[config.mk]
export PLATFORM = sky130hd
export DESIGN_NAME = c_comment_stripper_unit
export DESIGN_NICKNAME = d
export VERILOG_FILES = /design/src/design/cstrip_pkg.sv /design/src/design/cstrip_core.sv /design/src/design/cstrip_outq.sv /design/src/design/c_comment_stripper_unit.sv
export VERILOG_INCLUDE_DIRS = /design/src /design/src/design
export SDC_FILE = /design/constraint.sdc
export NUM_CORES = 1
export LEC_CHECK = 0
export ABC_AREA = 1
export BUFFER_PORTS_ARGS = -buffer_cell sky130_fd_sc_hd__buf_2
export CORE_MARGIN = 5
export CORE_UTILIZATION = 40
export CTS_CLUSTER_DIAMETER = 30
export DETAILED_ROUTE_END_ITERATION = 6
export PLACE_DENSITY = 0.56
export SLEW_MARGIN = 20
export SYNTH_ARGS = -nofsm -noshare
export SYNTH_HDL_FRONTEND = slang
export SYNTH_SLANG_ARGS = --single-unit
[constraint.sdc]
create_clock -name clock -period 4.8 [get_ports clock]
set_input_delay 0.72 -clock clock [delete_from_list [all_inputs] [get_ports clock]]
set_output_delay 0.72 -clock clock [all_outputs]
set_load 0.01 [all_outputs]
[src/design/c_comment_stripper_unit_defines.svh]
// assertion macros shared by the comment stripper modules
`ifndef C_COMMENT_STRIPPER_UNIT_DEFINES_SVH
`define C_COMMENT_STRIPPER_UNIT_DEFINES_SVH

`ifndef SYNTHESIS

`define CSTRIP_ASSERT(name, clk, rst, prop) \
   name: assert property (@(posedge clk) disable iff (rst) prop) \
      else $error("cstrip assertion failed");

`define CSTRIP_ASSERT_ALWAYS(name, clk, prop) \
   name: assert property (@(posedge clk) prop) \
      else $error("cstrip assertion failed");

`else

`define CSTRIP_ASSERT(name, clk, rst, prop)

`define CSTRIP_ASSERT_ALWAYS(name, clk, prop)

`endif

`endif

[src/design/cstrip_pkg.sv]
// types and character constants for the comment stripper
package cstrip_pkg;

   localparam logic [7:0] CH_BACKSLASH = 8'h5C;
   localparam logic [7:0] CH_SQUOTE    = 8'h27;
   localparam logic [7:0] CH_DQUOTE    = 8'h22;
   localparam logic [7:0] CH_SLASH     = 8'h2F;
   localparam logic [7:0] CH_STAR      = 8'h2A;
   localparam logic [7:0] CH_NEWLINE   = 8'h0A;
   localparam logic [7:0] CH_NONE      = 8'h00;
   localparam logic [7:0] CH_ESC_DONE  = 8'h01;

   localparam logic [1:0] Q_NONE   = 2'd0;
   localparam logic [1:0] Q_SINGLE = 2'd1;
   localparam logic [1:0] Q_DOUBLE = 2'd2;

   localparam logic [1:0] C_NONE  = 2'd0;
   localparam logic [1:0] C_LINE  = 2'd1;
   localparam logic [1:0] C_BLOCK = 2'd2;

   typedef struct packed {
      logic [7:0] out_byte;
      logic       no_byte;
      logic       is_last;
   } res_type;

   typedef struct packed {
      logic [1:0] count;
      res_type    res0;
      res_type    res1;
   } push_type;

endpackage

[src/design/cstrip_core.sv]
// scanner state and per-byte result generation
`include "c_comment_stripper_unit_defines.svh"

module cstrip_core (
   input  logic                 clock,
   input  logic                 reset,
   input  logic                 in_accept,
   input  logic [7:0]           in_byte,
   input  logic                 in_end,
   output cstrip_pkg::push_type push
);

   logic [7:0] prev_ff, prev_in;
   logic [1:0] quote_ff, quote_in;
   logic [1:0] comment_ff, comment_in;
   logic       held_valid_ff, held_valid_in;
   logic [7:0] held_byte_ff;

   logic       emit, drop, pair;
   logic [7:0] next_prev;
   logic [1:0] q, cm;
   logic       held_out, hold_new, byte_out;

   always_comb begin
      emit      = 1'b0;
      drop      = 1'b0;
      pair      = 1'b0;
      next_prev = in_byte;
      q         = quote_ff;
      cm        = comment_ff;
      if (prev_ff == cstrip_pkg::CH_NONE) begin
         emit = 1'b1;
      end else begin
         if (cm == cstrip_pkg::C_NONE) begin
            if (in_byte == cstrip_pkg::CH_BACKSLASH && prev_ff == cstrip_pkg::CH_BACKSLASH) begin
               pair      = 1'b1;
               emit      = 1'b1;
               next_prev = cstrip_pkg::CH_ESC_DONE;
            end else if (prev_ff != cstrip_pkg::CH_BACKSLASH) begin
               if (in_byte == cstrip_pkg::CH_SQUOTE) begin
                  if (q == cstrip_pkg::Q_NONE) q = cstrip_pkg::Q_SINGLE;
                  else if (q == cstrip_pkg::Q_SINGLE) q = cstrip_pkg::Q_NONE;
               end else if (in_byte == cstrip_pkg::CH_DQUOTE) begin
                  if (q == cstrip_pkg::Q_NONE) q = cstrip_pkg::Q_DOUBLE;
                  else if (q == cstrip_pkg::Q_DOUBLE) q = cstrip_pkg::Q_NONE;
               end
            end
         end
         if (!pair) begin
            if (prev_ff == cstrip_pkg::CH_SLASH && q == cstrip_pkg::Q_NONE &&
                cm == cstrip_pkg::C_NONE &&
                (in_byte == cstrip_pkg::CH_SLASH || in_byte == cstrip_pkg::CH_STAR)) begin
               cm   = (in_byte == cstrip_pkg::CH_SLASH) ? cstrip_pkg::C_LINE
                                                        : cstrip_pkg::C_BLOCK;
               drop = 1'b1;
            end else if (prev_ff == cstrip_pkg::CH_STAR && q == cstrip_pkg::Q_NONE &&
                         in_byte == cstrip_pkg::CH_SLASH && cm == cstrip_pkg::C_BLOCK) begin
               cm = cstrip_pkg::C_NONE;
            end else begin
               if (prev_ff == cstrip_pkg::CH_NEWLINE && cm == cstrip_pkg::C_LINE)
                  cm = cstrip_pkg::C_NONE;
               emit = (cm == cstrip_pkg::C_NONE);
            end
         end
      end
   end

   assign held_out = held_valid_ff & ~drop;
   assign hold_new = emit & (in_byte == cstrip_pkg::CH_SLASH) & ~in_end;
   assign byte_out = emit & ~hold_new;

   always_comb begin
      push = '0;
      if (held_out) begin
         push.res0.out_byte = held_byte_ff;
      end else if (byte_out) begin
         push.res0.out_byte = in_byte;
      end
      push.res0.no_byte  = ~held_out & ~byte_out;
      push.res0.is_last  = in_end & ~(held_out & byte_out);
      push.res1.out_byte = in_byte;
      push.res1.no_byte  = 1'b0;
      push.res1.is_last  = in_end;
      if (in_accept) begin
         if (held_out && byte_out) push.count = 2'd2;
         else if (held_out || byte_out || in_end) push.count = 2'd1;
         else push.count = 2'd0;
      end
   end

   always_comb begin
      prev_in       = prev_ff;
      quote_in      = quote_ff;
      comment_in    = comment_ff;
      held_valid_in = held_valid_ff;
      if (in_accept) begin
         if (in_end) begin
            prev_in       = cstrip_pkg::CH_NONE;
            quote_in      = cstrip_pkg::Q_NONE;
            comment_in    = cstrip_pkg::C_NONE;
            held_valid_in = 1'b0;
         end else begin
            prev_in       = next_prev;
            quote_in      = q;
            comment_in    = cm;
            held_valid_in = hold_new;
         end
      end
   end

   always_ff @(posedge clock) begin
      if (reset) begin
         prev_ff       <= cstrip_pkg::CH_NONE;
         quote_ff      <= cstrip_pkg::Q_NONE;
         comment_ff    <= cstrip_pkg::C_NONE;
         held_valid_ff <= 1'b0;
      end else begin
         prev_ff       <= prev_in;
         quote_ff      <= quote_in;
         comment_ff    <= comment_in;
         held_valid_ff <= held_valid_in;
      end
   end

   always_ff @(posedge clock) begin
      if (in_accept && hold_new) held_byte_ff <= in_byte;
   end

   `CSTRIP_ASSERT(a_held_is_slash, clock, reset, held_valid_ff |-> held_byte_ff == cstrip_pkg::CH_SLASH)
   `CSTRIP_ASSERT(a_end_clears, clock, reset, in_accept && in_end |=> prev_ff == cstrip_pkg::CH_NONE && !held_valid_ff && comment_ff == cstrip_pkg::C_NONE)
   `CSTRIP_ASSERT(a_end_gives_result, clock, reset, in_accept && in_end |-> push.count != 2'd0)

endmodule

[src/design/cstrip_outq.sv]
// result queue taking up to two results per cycle
`include "c_comment_stripper_unit_defines.svh"

module cstrip_outq #(
   parameter int Depth = 4
) (
   input  logic                 clock,
   input  logic                 reset,
   input  cstrip_pkg::push_type push,
   output logic                 space_ok,
   output logic                 out_valid,
   input  logic                 out_ready,
   output cstrip_pkg::res_type  out_res
);

   localparam int PW = (Depth > 1) ? $clog2(Depth) : 1;
   localparam int CW = $clog2(Depth + 1);

   cstrip_pkg::res_type entries_ff [Depth];
   logic [PW-1:0] head_ff, head_in;
   logic [PW-1:0] tail_ff, tail_in;
   logic [CW-1:0] count_ff, count_in;
   logic [PW-1:0] tail_next1, tail_next2;
   logic          pop;

   function automatic logic [PW-1:0] ptr_inc(input logic [PW-1:0] p);
      logic [PW-1:0] r;
      if (p == PW'(Depth - 1)) r = '0;
      else r = p + PW'(1);
      return r;
   endfunction

   assign tail_next1 = ptr_inc(tail_ff);
   assign tail_next2 = ptr_inc(tail_next1);
   assign out_valid  = (count_ff != '0);
   assign out_res    = entries_ff[head_ff];
   assign pop        = out_valid & out_ready;
   assign space_ok   = (count_ff <= CW'(Depth - 2));

   always_comb begin
      head_in  = pop ? ptr_inc(head_ff) : head_ff;
      count_in = count_ff + CW'(push.count) - CW'(pop);
      case (push.count)
         2'd1:    tail_in = tail_next1;
         2'd2:    tail_in = tail_next2;
         default: tail_in = tail_ff;
      endcase
   end

   always_ff @(posedge clock) begin
      if (reset) begin
         head_ff  <= '0;
         tail_ff  <= '0;
         count_ff <= '0;
      end else begin
         head_ff  <= head_in;
         tail_ff  <= tail_in;
         count_ff <= count_in;
      end
   end

   always_ff @(posedge clock) begin
      if (push.count != 2'd0) entries_ff[tail_ff] <= push.res0;
      if (push.count == 2'd2) entries_ff[tail_next1] <= push.res1;
   end

   `CSTRIP_ASSERT(a_count_bound, clock, reset, count_ff <= CW'(Depth))
   `CSTRIP_ASSERT(a_push_has_room, clock, reset, push.count != 2'd0 |-> count_ff <= CW'(Depth - 2) || push.count == 2'd1 && count_ff <= CW'(Depth - 1))
   `CSTRIP_ASSERT_ALWAYS(a_reset_empty, clock, reset |=> count_ff == '0)

endmodule

[src/design/c_comment_stripper_unit.sv]
// comment stripper top level: input scanner feeding a small result queue
// results of an accepted byte are offered on rsp from the next cycle, behind queued results
// a '/' is held back until the following byte decides whether it opens a comment
// throughput: one byte per cycle, set by the scanner state update; input stalls only
// when the queue has fewer than two free entries
// reset: synchronous, clears scanner state and empties the queue
module c_comment_stripper_unit #(
   parameter int QUEUE_DEPTH = 4
) (
   input  logic        clock,
   input  logic        reset,
   input  logic        req_tvalid,
   output logic        req_tready,
   input  logic [7:0]  req_tdata,   // in_byte[7:0]
   input  logic        req_tlast,
   output logic        rsp_tvalid,
   input  logic        rsp_tready,
   output logic [7:0]  rsp_tdata,   // out_byte[7:0]
   output logic        rsp_tuser,   // no_byte[0]
   output logic        rsp_tlast
);

   cstrip_pkg::push_type push;
   cstrip_pkg::res_type  head_res;
   logic                 space_ok;
   logic                 req_xfer;

   assign req_tready = space_ok;
   assign req_xfer   = req_tvalid & space_ok;

   cstrip_core u_core (
      .clock     (clock),
      .reset     (reset),
      .in_accept (req_xfer),
      .in_byte   (req_tdata),
      .in_end    (req_tlast),
      .push      (push)
   );

   cstrip_outq #(
      .Depth (QUEUE_DEPTH)
   ) u_outq (
      .clock     (clock),
      .reset     (reset),
      .push      (push),
      .space_ok  (space_ok),
      .out_valid (rsp_tvalid),
      .out_ready (rsp_tready),
      .out_res   (head_res)
   );

   assign rsp_tdata = head_res.out_byte;
   assign rsp_tuser = head_res.no_byte;
   assign rsp_tlast = head_res.is_last;

endmodule
# Word-level counts from Yosys, hierarchy flattened
# Memory sizes are Yosys's and may differ from the RTL's. A register that Yosys moved wholly into a read port is not among the register bits.
# Index checks and enable logic that the tools add are counted.
# word_totals
reg_bits	28
ram_bits	40
in_bits	13
output_inout_bits	12
elab_cells	127
mem_count	1
# classes
add_sub_neg	5
n_lt_le_gt_ge	1
eq_ne	21
n_mux	53
bitwise	15
reduce_logical	23
# memory_table
memory	words	word_bits	read_ports	rd_ports_with_merged_regs	write_ports	line	source
u_outq.entries_ff	4	10	1	1	2	cstrip_outq.sv:19	cstrip_pkg::res_type entries_ff [Depth];
# op_table
cell	count
2-bit 2-to-1 mux	30
8-bit by 6-bit equality test with 1-bit output (second input constant)	6
8-bit 2-to-1 mux	6
8-bit by 7-bit equality test with 1-bit output (second input constant)	2
1-bit 2-to-1 mux	16
2-bit equality test (second input constant)	6
1-bit logical AND	10
1-bit AND	9
8-bit by 4-bit equality test with 1-bit output (second input constant)	1
2-bit logical NOT	4
8-bit logical NOT	1
8-bit by 7-bit inequality test with 1-bit output (second input constant)	1
2-bit by 1-bit adder with 2-bit output (second input constant)	3
2-bit by 1-bit equality test with 1-bit output (second input constant)	3
1-bit inverter	6
2-bit inequality test (second input constant)	2
2-bit case mux with 2 select lines	1
2-bit nonzero test	2
3-bit by 2-bit adder with 3-bit output	1
3-bit by 2-bit <= comparator with 1-bit output (second input constant)	1
1-bit logical OR	3
3-bit AND reduction	1
3-bit nonzero test	1
3-bit by 1-bit subtractor with 3-bit output	1
2-bit AND reduction	1

# Longest topological paths before layout
# Gate-level depths: netlist of run 1.
# logic_depth
ltp_word	34
mapped_depth	20

# Hierarchy
# From an unflattened synthesis of run 1, not the netlist that was laid out.
# unflattened
hier_cells	495
hier_area_um2	4141.5
# modules_own_cells
module	instances	cells_per_inst	area_each_um2
cstrip_outq	1	273	2593.7
cstrip_core	1	220	1540.2
c_comment_stripper_unit	1	2	7.5

# Least setup slack after synthesis of run 1
# Ideal clock, no wire load.
# synth_timing
kind	input port to flip-flop
startpoint	input port req_tdata[4]
endpoint	memory u_outq.entries_ff[1][0] (netlist bit), enable pin
setup_time_ns	0.334
arrival_time_ns	2.839
required_ns	4.466
slack_ns	1.627
path_stages	17
path_cell_list	buf_6 inv_1 nand2_2 nor2_4 and2_4 nand2_2 nand2_2 nand3_2 nand3_4 nand2_2 buf_6 nor2_1 nand2_1 ha_1 nor2_1 inv_1 nand2_1
# synth_rtl
item	line	source
start, declared	c_comment_stripper_unit.sv:14	input logic [7:0] req_tdata,
end, declared	cstrip_outq.sv:19	

==> results by group, run 1 <==
Status
  • Status: finished clean

STA
  • Max Transition Viols Final: 0
  • Fmax: 0.302 GHz
  • Fin crit share: 68.9%
  • Clock skew: 3.71 ps
  • Worst slew margin: 57.8%
  • Setup ws final: 1490 ps
  • Min cycle time layout: 3310 ps
  • Measured slew at the worst slew-check pin: 631 ps
  • Setup tns final: 0 ps
  • Unrepaired setup endpoints after global routing: no
  • Final setup viols: 0
  • Final hold viol count: 0

Cells and area
  • Area grow syn2layout: 9.74%
  • Post-layout util: 44.8%
  • Finished layout cell area: 4380 um^2
  • Non-Filler Instances: 643
  • Inserted Diodes: 0
  • Fillers: 976
  • NumNets Final: 532
  • Share of cells above drive strength 1: 15.3%

Synthesis
  • Sequential share of the synthesized area: 46.1%
  • Cells after Synth: 485
  • Average cell area after synthesis: 8.23 um^2
  • Syn Nets: 512
  • Number of synthesized flops with an enable pin: 44
  • Synth area leaders: edfxtp_1 33%, dfxtp_1 13%, nand2_1 10%
  • Synth async-reset ratio: 0%
  • Main flop type after synthesis: edfxtp_1
  • Post-Syn Area: 3990 um^2
  • Area leader, netlist: edfxtp_1
  • Post-synth top cells: 109 x nand2_1, 53 x inv_1, 49 x nor2_1, 47 x o21ai_0, 44 x edfxtp_1
  • Unique masters post-synth: 39
  • Yosys top cell area share: 33.1%
  • FF+latch count, synth: 70
  • Count leader, synth: nand2_1
  • Yosys warning count: 0

Placement
  • Pre-CTS setup slack: 1190 ps
  • IO Port Bufs: 24
  • RePlAce Congestion: 0.911
  • Dpl cell area: 4190 um^2
  • Post-DP HPWL: 7130 um
  • Placed insts: 627

Worst setup path
  • WP data arrival: 3310 ps
  • Slowest stage delay, CP: 430 ps
  • End of the worst register-to-register path: u_outq.entries_ff[0][4]
  • Crit path top cell by count: nand2_1
  • Reg2reg path depth: 15
  • CP max stage cell: dfxtp_1
  • Worst R2R Setup Slack: 1490 ps
  • Critical Path RT: 4800 ps
  • Crit path max-delay family: simple AND/OR/NAND/NOR gates
  • Crit Reg-Reg Startpoint: u_core.quote_ff[0]
  • Buf+Inv Stages, Crit Path: 2
  • Kind of critical path: flip-flop to flip-flop
  • Worst setup path start: u_core.quote_ff[0]
  • Crit path cell chain: inv_1 -> ha_1 -> or2_2 -> nand3_1 -> nand2_1 -> nand2_1 -> a21oi_4 -> nand3_4 -> nand3_2 -> nor2_1 -> nand2_1 -> ha_1 -> nor2_1 -> inv_1 -> nand2_1
  • Crit path max fanout: 9
  • Crit path launch type: flip-flop
  • Critical path capture point type: flip-flop

Route
  • DR iter-0 viols: 166
  • # DRC: 0
  • Pre-antenna DRT Iters: 4
  • Routed wire per std cell: 14.1 um
  • DR vias/cell: 4.96
  • Antenna viol nets, final: 0
  • Drt total wl: 9070 um
  • Via count: 3191

CTS
  • Setup Fix Bufs, Post-CTS: 0
  • Clk_lat worst skew: 340 ps
  • CTS tree: built
  • Clock Tree Buf Depth: 2
  • CTS H-Tree Depth: 3
  • Clock tree sinks: 70
  • Reg clk slew, reported paths: 70 ps
  • Num CTS Buffers: 9
  • Hold buffers post-CTS: 0
  • CTS root buffer: clkbuf_8
  • Number of gates resized after cts: 0

GRT
  • Grt total ovfl: 0
  • First-pass GRT wire length: 15300 um
  • Total GRT Usage: 16.6%
  • Initial antenna violation count: 0
  • Vias in the first global route: 3097
  • Largest net degree at the start of global routing: 22

Job
  • Max cap viols: 0

Floorplanning
  • Core area: 9770 um^2
  • Die width: 110 um
  • Initial Util: 40.9%
  • Die height: 110 um
  • Ports: 25
  • DIE AREA: 12100 um^2
  • FP Rows: 36

Power and ir drop
  • VDD IR max: 0.119 mV
  • Leakage power: 1.84 nW
  • Pwr Density: 380 nW/um^2

Worst hold path
  • Hold/Removal Path Class: flip-flop to flip-flop
  • Hold path depth: 2
  • Hold path startpoint: u_core.quote_ff[1]
  • End of the worst hold path: u_core.quote_ff[1]
[final cells by class]
class | instances | area [um^2] | share of cell area (%)
sequential | 70 | 1840 | 42.0
multi-input combinational | 340 | 1820 | 41.5
inverter | 60 | 245 | 5.60
tap | 133 | 166 | 3.80
clock buffer | 9 | 124 | 2.83
timing repair buffer | 24 | 120 | 2.74
clock inverter | 7 | 65.1 | 1.48
[flip-flops by register name, summed over array words and instances, names as in the netlist, named ones only]
| name | count |
|---|---|
| u_outq.entries_ff | 40 |
| u_core.held_byte_ff | 8 |
| u_core.prev_ff | 8 |
| u_outq.count_ff | 3 |
| u_core.comment_ff | 2 |
| u_core.quote_ff | 2 |
| u_outq.head_ff | 2 |
| u_outq.tail_ff | 2 |
| u_core.held_valid_ff | 1 |
[worst register-to-register path: cells and delay by family (launching register included)]
kind                       cells  cell delay [ps]
DFF                            1              430
AOI/OAI and AO/OA              1               80
and+or+nand+nor               10             1760
adders and majority gates      2              460
buffers and inverters          2              220
[how the worst max path moves through the flow]
stage,to,slack [ps],cells after the start
floorplan,u_outq.entries_ff[1][0],1630,17
global placement,u_outq.entries_ff[0][9],1260,16
detailed placement,u_outq.entries_ff[0][4],1190,16
CTS,u_outq.entries_ff[0][2],1480,15
global route,u_outq.entries_ff[0][2],1260,15
finish,u_outq.entries_ff[0][4],1490,15
[report_power, final]
| part | leakage [nW] | switching (mW) | internal [mW] |
|---|---|---|---|
| clock network | 0.0964 | 0.218 | 0.236 |
| logic | 1.12 | 0.294 | 0.161 |
| registers | 0.623 | 0.0443 | 0.714 |
[logic make-up (layout without fill, tap and decap cells)]
group                    count (synthesis)  count (layout)  share of synthesized area (%)
adder cells (fa/ha/maj)                 14              14                           4.57
buffers and inverters                   75             100                           8.30
AND/OR/NAND/NOR                        219             219                           26.3
XOR/XNOR                                 3               3                          0.658
flip-flops                              70              70                           46.1
AO/OA/AOI/OAI                          104             104                           14.0
[through the flow]
step                      hold slack (ps)  power, mW
after floorplan                       459       1.10
after global placement                482       1.23
after detailed placement              478       1.24
after CTS                             490       1.69
after global routing                  519       1.80
final                                 485       1.67
[layer usage]
layer	track usage [%]	up-vias	part of all wire, %
li1	-	1660	-
met1	21.6	1464	46
met2	27.3	57	48
met3	3.41	10	4.1
met4	5.61	0	1.4
met5	0	-	0
[cell usage in the layout (no fill, tap or decap), types with 2 or more instances in the layout]
cell / count
dfxtp_1: 26
or2_2: 6
edfxtp_1: 44
nand3_2: 2
clkinv_4: 5
nor3_1: 5
nor4_1: 3
nand2_2: 5
nand2_4: 8
xor2_1: 2
ha_1: 13
nor2_1: 49
clkbuf_8: 9
nand3_1: 15
nand2_1: 109
o21ai_0: 47
inv_1: 53
nor2_4: 2
inv_2: 3
a21oi_1: 19
o21ai_1: 21
nor2_2: 2
o22ai_1: 14
buf_2: 24
clkinv_2: 3
nand4_1: 6
(Power assumes the default switching activity.)
==> run 2: changes to the inputs <==
--- a/config.mk
+++ b/config.mk
@@ -6,13 +6,13 @@
 export SDC_FILE = /design/constraint.sdc
 export NUM_CORES = 1
 export LEC_CHECK = 0
-export ABC_AREA = 1
+export ABC_AREA = 0
 export BUFFER_PORTS_ARGS = -buffer_cell sky130_fd_sc_hd__buf_2
 export CORE_MARGIN = 5
 export CORE_UTILIZATION = 40
 export CTS_CLUSTER_DIAMETER = 30
 export DETAILED_ROUTE_END_ITERATION = 6
-export PLACE_DENSITY = 0.56
+export PLACE_DENSITY = 0.57
 export SLEW_MARGIN = 20
 export SYNTH_ARGS = -nofsm -noshare
 export SYNTH_HDL_FRONTEND = slang
==> constraint.sdc (replaced) <==
create_clock -name clock -period 3.4 [get_ports clock]
set_input_delay 0.51 -clock clock [delete_from_list [all_inputs] [get_ports clock]]
set_output_delay 0.51 -clock clock [all_outputs]
set_load 0.01 [all_outputs]
==> run 2 against run 1 <==
Compared with the run above:
- clock power is 46% higher
- wire length is 3.8% higher
- setup slack worse by 1300 ps
- cell count is 14% lower
- first-iteration DRC count is 25% lower
- sequential share of layout area is 1.7 points lower
- register-to-register slack worse by 1300 ps
- flip-flop and latch count stayed put
- non-clock buffer count is 28 higher
- critical endpoint is now u_outq.entries_ff[3][4]
==> results by group, run 2 <==
Cells and area
  • Fillers: 878
  • Register area: 1850 um^2
  • Non-Filler Instances: 551
  • Area grow syn2layout: 18.4%
  • Biggest register: u_outq.entries_ff
  • Max FFs per register: 40
  • Share of cells above drive strength 1: 25.6%
  • Post-layout util: 49.1%
  • Largest registers: u_outq.entries_ff x40, u_core.held_byte_ff x8, u_core.prev_ff x8
  • Multi-input logic area: 1970 um^2
  • Inserted Diodes: 0
  • Commonest non-fill, non-tap cell in the layout: nor2_1
  • Most frequent cells in the layout: 56 x nor2_1, 44 x edfxtp_1, 26 x nand2_1, 26 x buf_4
  • NumNets Final: 444

Worst setup path
  • Critical path capture point type: flip-flop
  • Crit path max fanout: 6
  • Critical Path RT: 3490 ps
  • Kind of critical path: flip-flop to flip-flop
  • Crit path launch type: flip-flop
  • WP data arrival: 3300 ps

Synthesis
  • Sequential share of the synthesized area: 47.6%
  • Unique masters post-synth: 64
  • Post-Syn Area: 3870 um^2
  • Yosys top cell area share: 34.2%
  • Number of synthesized flops with an enable pin: 44
  • Area leader, netlist: edfxtp_1
  • FF+latch count, synth: 70
  • Main flop type after synthesis: edfxtp_1
  • Synth async-reset ratio: 0%
  • Post-synth top cells: 61 x nor2_1, 44 x edfxtp_1, 26 x dfxtp_1, 26 x nand2_1, 21 x a22oi_1
  • Yosys warning count: 0
  • Count leader, synth: nor2_1
  • Synth area leaders: edfxtp_1 34%, dfxtp_1 13%, nor2_1 5.9%
  • Cells after Synth: 371
  • Syn Nets: 398
  • Average cell area after synthesis: 10.4 um^2

CTS
  • CTS H-Tree Depth: 3
  • Setup Fix Bufs, Post-CTS: 0
  • CTS root buffer: clkbuf_8
  • Num CTS Buffers: 9
  • Clk_lat worst skew: 340 ps
  • Clock tree sinks: 70
  • Reg clk slew, reported paths: 80 ps
  • CTS tree: built
  • Clock Tree Buf Depth: 2

STA
  • Fin crit share: 94.4%
  • Measured slew at the worst slew-check pin: 731 ps
  • Hold Slack: 498 ps
  • Clock skew: 8.03 ps
  • Setup ws final: 190 ps
  • Min cycle time layout: 3210 ps
  • Final hold viol count: 0
  • Unrepaired setup endpoints after global routing: no
  • Final setup viols: 0
  • Fmax: 0.311 GHz
  • Worst slew margin: 51.2%
  • Max Transition Viols Final: 0

Placement
  • Post-DP HPWL: 7040 um
  • IO Port Bufs: 24
  • RePlAce Congestion: 0.896
  • Pre-CTS setup slack: -39.5 ps
  • Placed insts: 535

Route
  • Antenna viol nets, final: 0
  • DR vias/cell: 5.62
  • Pre-antenna DRT Iters: 5
  • # DRC: 0
  • Drt total wl: 9420 um
  • DR iter-0 viols: 124
  • Routed wire per std cell: 17.1 um
  • Via count: 3094

GRT
  • First-pass GRT wire length: 15700 um
  • Largest net degree at the start of global routing: 42
  • Total GRT Usage: 17.4%
  • Initial antenna violation count: 0
  • Grt total ovfl: 0
  • Vias in the first global route: 3098

Floorplanning
  • Ports: 25
  • Core area: 9330 um^2
  • Initial Util: 41.5%
  • DIE AREA: 11700 um^2
  • Die height: 108 um
  • Die width: 108 um
  • FP Rows: 35

Power and ir drop
  • Int Power: 1.72 mW
  • Clk pwr share: 26.5%
  • Share of total power in combinational logic: 29.2%
  • Pwr Total: 2.50 mW
  • VDD IR max: 0.271 mV
  • Pwr Density: 545 nW/um^2
  • Sw Ratio: 31.0%
  • Switching power: 773 uW
  • Reg power frac: 44.3%
  • Leakage power: 1.69 nW

Status
  • Status: finished clean

Worst hold path
  • Hold/Removal Path Class: flip-flop to flip-flop

Job
  • Max cap viols: 0
[run 2: cell count changes after synthesis, sizes merged, moves of 13 or more]
cell and change:
nand2 -95, a32oi +17, inv -44, a22oi +22, o21ai -53, nand3 -13
[run 2: final cells by class]
cell class	count	area share (%)
sequential	70	40.3
clock inverter	2	0.246
tap	129	3.53
timing repair buffer	52	7.76
inverter	12	0.984
multi-input combinational	272	43.0
clock buffer	14	4.10
[run 2: worst paths after layout]
| kind | from | endpoint | slack, ps | depth (start not counted) |
|---|---|---|---|---|
| worst min-delay path | u_outq.entries_ff[0][1] | u_outq.entries_ff[0][1] | 500 | 2 |
| worst max register to register | u_core.quote_ff[0] | u_outq.entries_ff[3][4] | 190 | 15 |
| worst min register to register | u_outq.entries_ff[0][1] | u_outq.entries_ff[0][1] | 500 | 2 |
| worst max-delay path | u_core.quote_ff[0] | u_outq.entries_ff[3][4] | 190 | 15 |
[run 2: kinds of logic after synthesis]
family                     after synthesis  synth area share, %
muxes                                   11                 6.08
adders and majority gates               14                 4.72
xor gates and xnor gates                 3                0.680
and+or+nand+nor                        148                 20.1
buffers and inverters                   29                 3.20
DFF                                     70                 47.6
AOI/OAI and AO/OA                       96                 17.6
[run 2: routing by layer]
metal	GRT usage [%]	wire length [um]
met5	0	0
met4	6.85	203
met3	4.00	532
met2	28.0	4470
met1	22.7	4210
[run 2: repair_timing]
item                                    CTS  global route
hold buffers                              0             0
pin swaps                                 0             6
resized for setup                         6            17
endpoints found under the setup margin    5            70
[run 2: per-stage QoR]
stage | TNS (ps) | area (um^2)
after floorplan | 0 | 3870
after global placement | 0 | 4310
after detailed placement | -53.0 | 4310
after CTS | 0 | 4530
after global routing | 0 | 4580
final | 0 | 4580
[run 2: worst max-delay path, stage by stage, from the launching register on]
cell and delay, ps:
dfxtp_4 370, inv_2 80, ha_1 160, nor2_1 70
a211o_1 310, a211o_1 280, or3_4 380, buf_4 150
nand2_1 110, ha_2 210, nand2b_2 180, nor2_1 50
a21oi_1 200, nor2_2 90, a32oi_1 240, nor2_1 70
[run 2: power by group through the flow]
stage / clock [mW] / sequential [mW] / combinational, mW
after global placement: 0 / 1.12 / 0.700
after detailed placement: 0 / 1.13 / 0.702
after floorplan: 0 / 1.08 / 0.500
after global routing: 0.726 / 1.12 / 0.815
after CTS: 0.682 / 1.11 / 0.716
final: 0.661 / 1.11 / 0.729
